### config.mk
export PLATFORM = sky130hd
export DESIGN_NAME = eqd_sqrt
export DESIGN_NICKNAME = d
export VERILOG_FILES = /design/src/eqd_pkg.sv /design/src/eqd_sqrt.sv
export SDC_FILE = /design/constraint.sdc
export NUM_CORES = 2
export LEC_CHECK = 0
export BUFFER_PORTS_ARGS = -buffer_cell sky130_fd_sc_hd__buf_2
export CAP_MARGIN = 25
export CORE_MARGIN = 2
export CORE_UTILIZATION = 50
export CTS_BUF_LIST = sky130_fd_sc_hd__clkbuf_16
export DETAILED_ROUTE_END_ITERATION = 8
export PLACE_DENSITY = 0.73
export SLEW_MARGIN = 20
export SYNTH_ARGS = -nofsm -noshare
export SYNTH_HDL_FRONTEND = slang
export SYNTH_SLANG_ARGS = --single-unit
### constraint.sdc
create_clock -name clk -period 12.5 [get_ports clk]
set_clock_uncertainty 0.15 [all_clocks]
set_input_delay 3.125 -clock clk [delete_from_list [all_inputs] [get_ports clk]]
set_output_delay 3.125 -clock clk [all_outputs]
set_load 0.005 [all_outputs]
### src/eqd_pkg.sv
// eqd_pkg: constants, codes and fixed-point formats shared by the
// equirectangular distance pipeline. No dependencies.
package eqd_pkg;

  // range bounds in units of 1/65536 degree
  localparam logic signed [23:0] LAT_MAX = 24'sd5898240;
  localparam logic signed [23:0] LAT_MIN = -24'sd5898240;
  localparam logic signed [26:0] LON_MIN = -27'sd11796480;
  localparam logic signed [26:0] LON_MAX = 27'sd35389440;

  // degree units to radians: (pi/180) * 2^38, split for 17-bit partial products
  localparam logic [32:0] RAD_K  = 33'd4797524517;
  localparam logic [16:0] RAD_KL = RAD_K[16:0];
  localparam logic [15:0] RAD_KH = RAD_K[32:17];

  localparam logic [33:0] Q30_ONE  = 34'd1 << 30;
  localparam logic [24:0] DIST_MAX = 25'h1FFFFFF;
  localparam logic [15:0] RADIUS_RESET = 16'd6371;

  // horner series for the cosine, divisors and reciprocals scaled by 2^32
  localparam int HORNER_STEPS = 6;
  localparam logic [7:0] HORNER_K [HORNER_STEPS] = '{
    8'd132, 8'd90, 8'd56, 8'd30, 8'd12, 8'd2
  };
  localparam logic [31:0] HORNER_M [HORNER_STEPS] = '{
    32'((64'd1 << 32) / 64'd132), 32'((64'd1 << 32) / 64'd90),
    32'((64'd1 << 32) / 64'd56),  32'((64'd1 << 32) / 64'd30),
    32'((64'd1 << 32) / 64'd12),  32'((64'd1 << 32) / 64'd2)
  };

  // square of the mean angle, three stages per horner step, final clamp
  localparam int COS_LAT = 1 + 3 * HORNER_STEPS + 1;

  // integer square root: 57-bit radicand, one result bit per stage
  localparam int SQRT_IN_W  = 57;
  localparam int SQRT_OUT_W = 29;
  localparam int SQRT_STEPS = SQRT_OUT_W;

  typedef enum logic [2:0] {
    ERR_NONE = 3'd0,
    ERR_LAT1 = 3'd1,
    ERR_LON1 = 3'd2,
    ERR_LAT2 = 3'd3,
    ERR_LON2 = 3'd4
  } err_t;

endpackage

### src/eqd_sqrt.sv
// eqd_sqrt: pipelined floor square root, one result bit per stage.
// Depends on eqd_pkg.
module eqd_sqrt import eqd_pkg::*; (
  input  logic                  clk,
  input  logic                  en,
  input  logic [SQRT_IN_W-1:0]  radicand,
  output logic [SQRT_OUT_W-1:0] root
);

  localparam int RW = SQRT_IN_W + 1;

  logic [SQRT_IN_W-1:0] rem_q [1:SQRT_STEPS];
  logic [RW-1:0]        res_q [1:SQRT_STEPS];

  for (genvar i = 0; i < SQRT_STEPS; i++) begin : g_step
    localparam logic [RW-1:0] BIT = RW'(1) << (2 * (SQRT_STEPS - 1 - i));
    logic [SQRT_IN_W-1:0] rem_in;
    logic [RW-1:0]        res_in;
    logic [RW-1:0]        trial;

    if (i == 0) begin : g_first
      assign rem_in = radicand;
      assign res_in = '0;
    end else begin : g_rest
      assign rem_in = rem_q[i];
      assign res_in = res_q[i];
    end

    assign trial = res_in + BIT;

    // restoring step: subtract the trial value where it fits
    always_ff @(posedge clk) begin
      if (en) begin
        if (RW'(rem_in) >= trial) begin
          rem_q[i+1] <= rem_in - trial[SQRT_IN_W-1:0];
          res_q[i+1] <= (res_in >> 1) + BIT;
        end else begin
          rem_q[i+1] <= rem_in;
          res_q[i+1] <= res_in >> 1;
        end
      end
    end
  end

  assign root = res_q[SQRT_STEPS][SQRT_OUT_W-1:0];

endmodule
==> out/summary.md <==
Effective utilization at floorplan: 0.504. Pin placement for this block handled 88 I/O pins. The logs give 7.63 ns for the internal reg-to-reg setup slack and 0.87 ns for the source-to-sink clock delay at the later pin of the worst-skew pair. The highest fanout seen on the critical path is 118.

The post-detailed-route DRC marker count was 0. After the last flow step, the layout net total stands at 8,467. The cell sitting at the root of the clock tree is a sky130_fd_sc_hd__clkbuf_16. The portion of total power attributed to combinational logic is 0.202, and the remaining antenna violation count after routing is 0. For the HPWL after detailed placement, the log shows 177 mm.

For this run, the leading register cell type out of synthesis is sky130_fd_sc_hd__edfxtp_1. The largest net degree at the start of global routing was 198; the level count of the clock H-tree was 4. Clock edge transition at the registers on the reported setup and hold paths: 0.06 ns. The initial antenna violation count was 4. For the detailed-route via count, the log shows 62.4k.

Setup repair after global routing left no endpoint under its margin. The sum of routed wire length over all layers was 235 mm; the number of optimization iterations in the first detailed-route pass was 6. The share of flip-flops with an asynchronous set or reset was 0.

Derived from the worst setup path, the maximum achievable clock frequency is 162 MHz. The top cell type's share of synthesized area is 0.627. Total chip power: 19.6 mW.

Endpoint type of the worst setup path: a flop. By area the synthesized netlist is led by sky130_fd_sc_hd__edfxtp_1, sky130_fd_sc_hd__ha_1, sky130_fd_sc_hd__xnor2_1. The tools report the instance count of the mapped netlist as 7,779. After detailed routing, the average wire length per cell comes to 22.1 microns.

X dimension of the die: 445 microns. The share of total power consumed by net switching came out at 0.295. TritonCTS built the clock tree. The count of buffers added on input and output ports is 87. The standard cell core area came out at 193,000 sq um. The path class of the tightest hold or removal check is reg2reg. The standby leakage power is 40.6 nW, and the cell depth of the worst flop-to-flop path is 11. The final worst-path cycle share was 0.494; the data arrival time of the critical path was 6.62 ns. In this run the power spent charging and discharging nets is 5.80 mW. The source of the critical timing path was en.

Counting flops with a built-in enable in the synthesized netlist gives 2,031. In the post-synthesis netlist, the cell with the most instances is sky130_fd_sc_hd__edfxtp_1. The worst-case IR drop observed on VDD is 0.000148 V.

A synthesized cell averages 12.5 sq um. The portion of the post-synthesis area used by sequential elements came out at 0.627. The run finished with clean final reports.

Clock tree buffer depth: 3. STA puts the critical path data required time at 12.95 ns. The run gives 0 as the post-CTS setup-driven buffer insertion count. The logs give 0 for the hold violation count in the final report and 0 for the number of maximum-capacitance constraint violations. The reg-to-reg startpoint was res_q[0][1346].

The logs give 0.318 for the clock share of power and 5.29 ns for the worst-case setup slack after placement. The Yosys step of the flow raised 0 warnings. At the end of routability-driven placement, the weighted congestion stood at 0.955. For the final routed database, the setup TNS stands at 0 ns. The mapped netlist covers 97,300 sq um.

The number of nets in the synthesized netlist is 8,299. For this block, the initial DRC count from the detailed router was 6,714. The chip height works out to 445 microns.

The first global-routing pass estimated 355 mm of wire. Counting every sink on the clock net gives 2,031. The relative contribution of sequential cells to total power came out at 0.479.

Setup violations remaining at the end of the flow were counted as 0. Type of origin of the critical path: a primary input. The top cell type by total area after synthesis is sky130_fd_sc_hd__edfxtp_1.

For the global-route usage over all layers, the log shows 0.234. The tools report the floorplan row count as 161. Sorting the synthesized cells by how often they occur yields sky130_fd_sc_hd__edfxtp_1, sky130_fd_sc_hd__inv_1, sky130_fd_sc_hd__nand2_1. The final count of pins violating max slew was 0; the total of flip-flops plus latches after synthesis was 2,031. Dividing the detail-routed via count by the number of cells gives 5.86. Hold repair after CTS inserted 0 buffers. Cell internal power was estimated by the tool at 13.8 mW. The via count of the first global-routing pass was 59.3k.

Following the worst setup path forward leads to its endpoint at rem_q[0][849]. The setup path with the least slack is of type in2reg. TritonCTS created 204 clock buffers. In this run the critical register-to-register path is captured at rem_q[0][1379]. The time the final worst path needs with I/O delays and setup was 6.17 ns. The die covers 198,000 sq um. The netlist uses 82 different library cells. The post-cts repair resize count came out at 0. The final setup slack of the worst path was 6.33 ns; the slew at the pin closest to its max-slew limit was 1.18 ns.

The ratio of cells with drive above 1 in the final layout is 0.0702, and the worst-case headroom to the max-slew limit is 0.205. The sum of overflow across all layers after global routing was 0. In this run the power density over the cells is 182 nW/um^2. From synthesis to final layout, the design area changed by 10.8%.
[cells by family after synthesis]
| family | synth area share |
|---|---|
| compound gates | 0.0926 |
| buf+inv | 0.0297 |
| xor+xnor | 0.0624 |
| simple gates | 0.122 |
| fa+ha+maj | 0.0594 |
| flops | 0.627 |
| mux | 0.00716 |
[cell usage in the layout, fill, tap and decap left out, types with 31 or more instances in the layout]
master / Yosys / final
sky130_fd_sc_hd__a21o_1: 196 / 196
sky130_fd_sc_hd__a21oi_1: 440 / 440
sky130_fd_sc_hd__a31oi_1: 43 / 43
sky130_fd_sc_hd__and2_1: 33 / 33
sky130_fd_sc_hd__and3_1: 41 / 41
sky130_fd_sc_hd__buf_2: 3 / 88
sky130_fd_sc_hd__buf_4: 1 / 42
sky130_fd_sc_hd__clkbuf_16: 0 / 205
sky130_fd_sc_hd__clkinv_1: 1 / 45
sky130_fd_sc_hd__clkinv_2: 0 / 34
sky130_fd_sc_hd__edfxtp_1: 2031 / 2031
sky130_fd_sc_hd__ha_1: 460 / 460
sky130_fd_sc_hd__inv_1: 584 / 613
sky130_fd_sc_hd__mux2_2: 53 / 53
sky130_fd_sc_hd__nand2_1: 532 / 532
sky130_fd_sc_hd__nand2b_1: 108 / 108
sky130_fd_sc_hd__nand3_1: 140 / 140
sky130_fd_sc_hd__nand3b_1: 32 / 32
sky130_fd_sc_hd__nand4_1: 118 / 118
sky130_fd_sc_hd__nor2_1: 489 / 488
sky130_fd_sc_hd__nor2b_1: 64 / 64
sky130_fd_sc_hd__nor3_1: 205 / 204
sky130_fd_sc_hd__nor4_1: 261 / 259
sky130_fd_sc_hd__nor4b_1: 51 / 51
sky130_fd_sc_hd__o21a_1: 87 / 87
sky130_fd_sc_hd__o21ai_0: 418 / 418
sky130_fd_sc_hd__or2_2: 31 / 31
sky130_fd_sc_hd__or3_1: 60 / 60
sky130_fd_sc_hd__or4_1: 43 / 43
sky130_fd_sc_hd__xnor2_1: 393 / 393
sky130_fd_sc_hd__xor2_1: 300 / 300
[cell type report]
type | instances | area [sq um]
antenna | 1 | 2.50
clock buffer | 205 | 5130
clock inverter | 170 | 1840
fill | 15502 | 85100
inverter | 585 | 2200
multi-input combinational | 4981 | 33500
sequential | 2031 | 61000
tap | 2526 | 3160
timing repair buffer | 144 | 1010
[critical path, stage by stage]
cell and delay (ns):
sky130_fd_sc_hd__buf_12 0.41, sky130_fd_sc_hd__buf_4 0.77, sky130_fd_sc_hd__buf_4 0.78, sky130_fd_sc_hd__nand4_1 0.15
sky130_fd_sc_hd__a21oi_1 0.22, sky130_fd_sc_hd__o211ai_1 0.11, sky130_fd_sc_hd__buf_4 0.24, sky130_fd_sc_hd__nand2b_1 0.16
sky130_fd_sc_hd__or2_2 0.19, sky130_fd_sc_hd__nor3_1 0.08, sky130_fd_sc_hd__xor2_1 0.15
[how the worst min path moves through the flow]
stage	startpoint	endpoint	slack, ns	cells after the start
6_report	res_q[0][1025]	res_q[0][1082]	0.27	0
4_1_cts	rem_q[0][631]	rem_q[0][688]	0.28	0
3_3_place_gp	rem_q[0][1100]	rem_q[0][1157]	0.27	0
3_5_place_dp	rem_q[0][809]	rem_q[0][866]	0.28	0
2_1_floorplan	rem_q[0][1083]	rem_q[0][1140]	0.27	0
5_1_grt	rem_q[0][405]	rem_q[0][462]	0.30	0
[flip-flops by register name (all words and copies together), names as in the netlist]
register and cells:
rem_q 1596, res_q 435
[stage by stage]
step | cell area (sq um) | hold WS (ns) | utilization | cells
after floorplan | 97300 | 0.267 | - | 7779
after global placement | 101000 | 0.273 | 0.522 | 10256
after detailed placement | 101000 | 0.278 | 0.522 | 10258
after CTS | 108000 | 0.278 | 0.558 | 10633
after global routing | 108000 | 0.298 | 0.559 | 10642
final | 108000 | 0.274 | 0.559 | 10643
[power groups by stage]
stage	clock network [mW]	registers (mW)	logic [mW]
5_1_grt	6.63	9.48	4.38
6_report	6.25	9.41	3.96
3_3_place_gp	0	9.52	3.79
3_5_place_dp	0	9.51	3.87
4_1_cts	6.36	9.39	3.90
2_1_floorplan	0	9.13	2.98
[layer usage]
layer	part of all wire	vias to the layer above	routed length [microns]	track usage
met5	0	-	0	0
met4	0.028	0	6520	0.0667
met3	0.082	344	19300	0.0480
met2	0.45	2212	105000	0.360
met1	0.44	30492	104000	0.337
li1	-	29323	-	-
(Power assumes the default switching activity.)
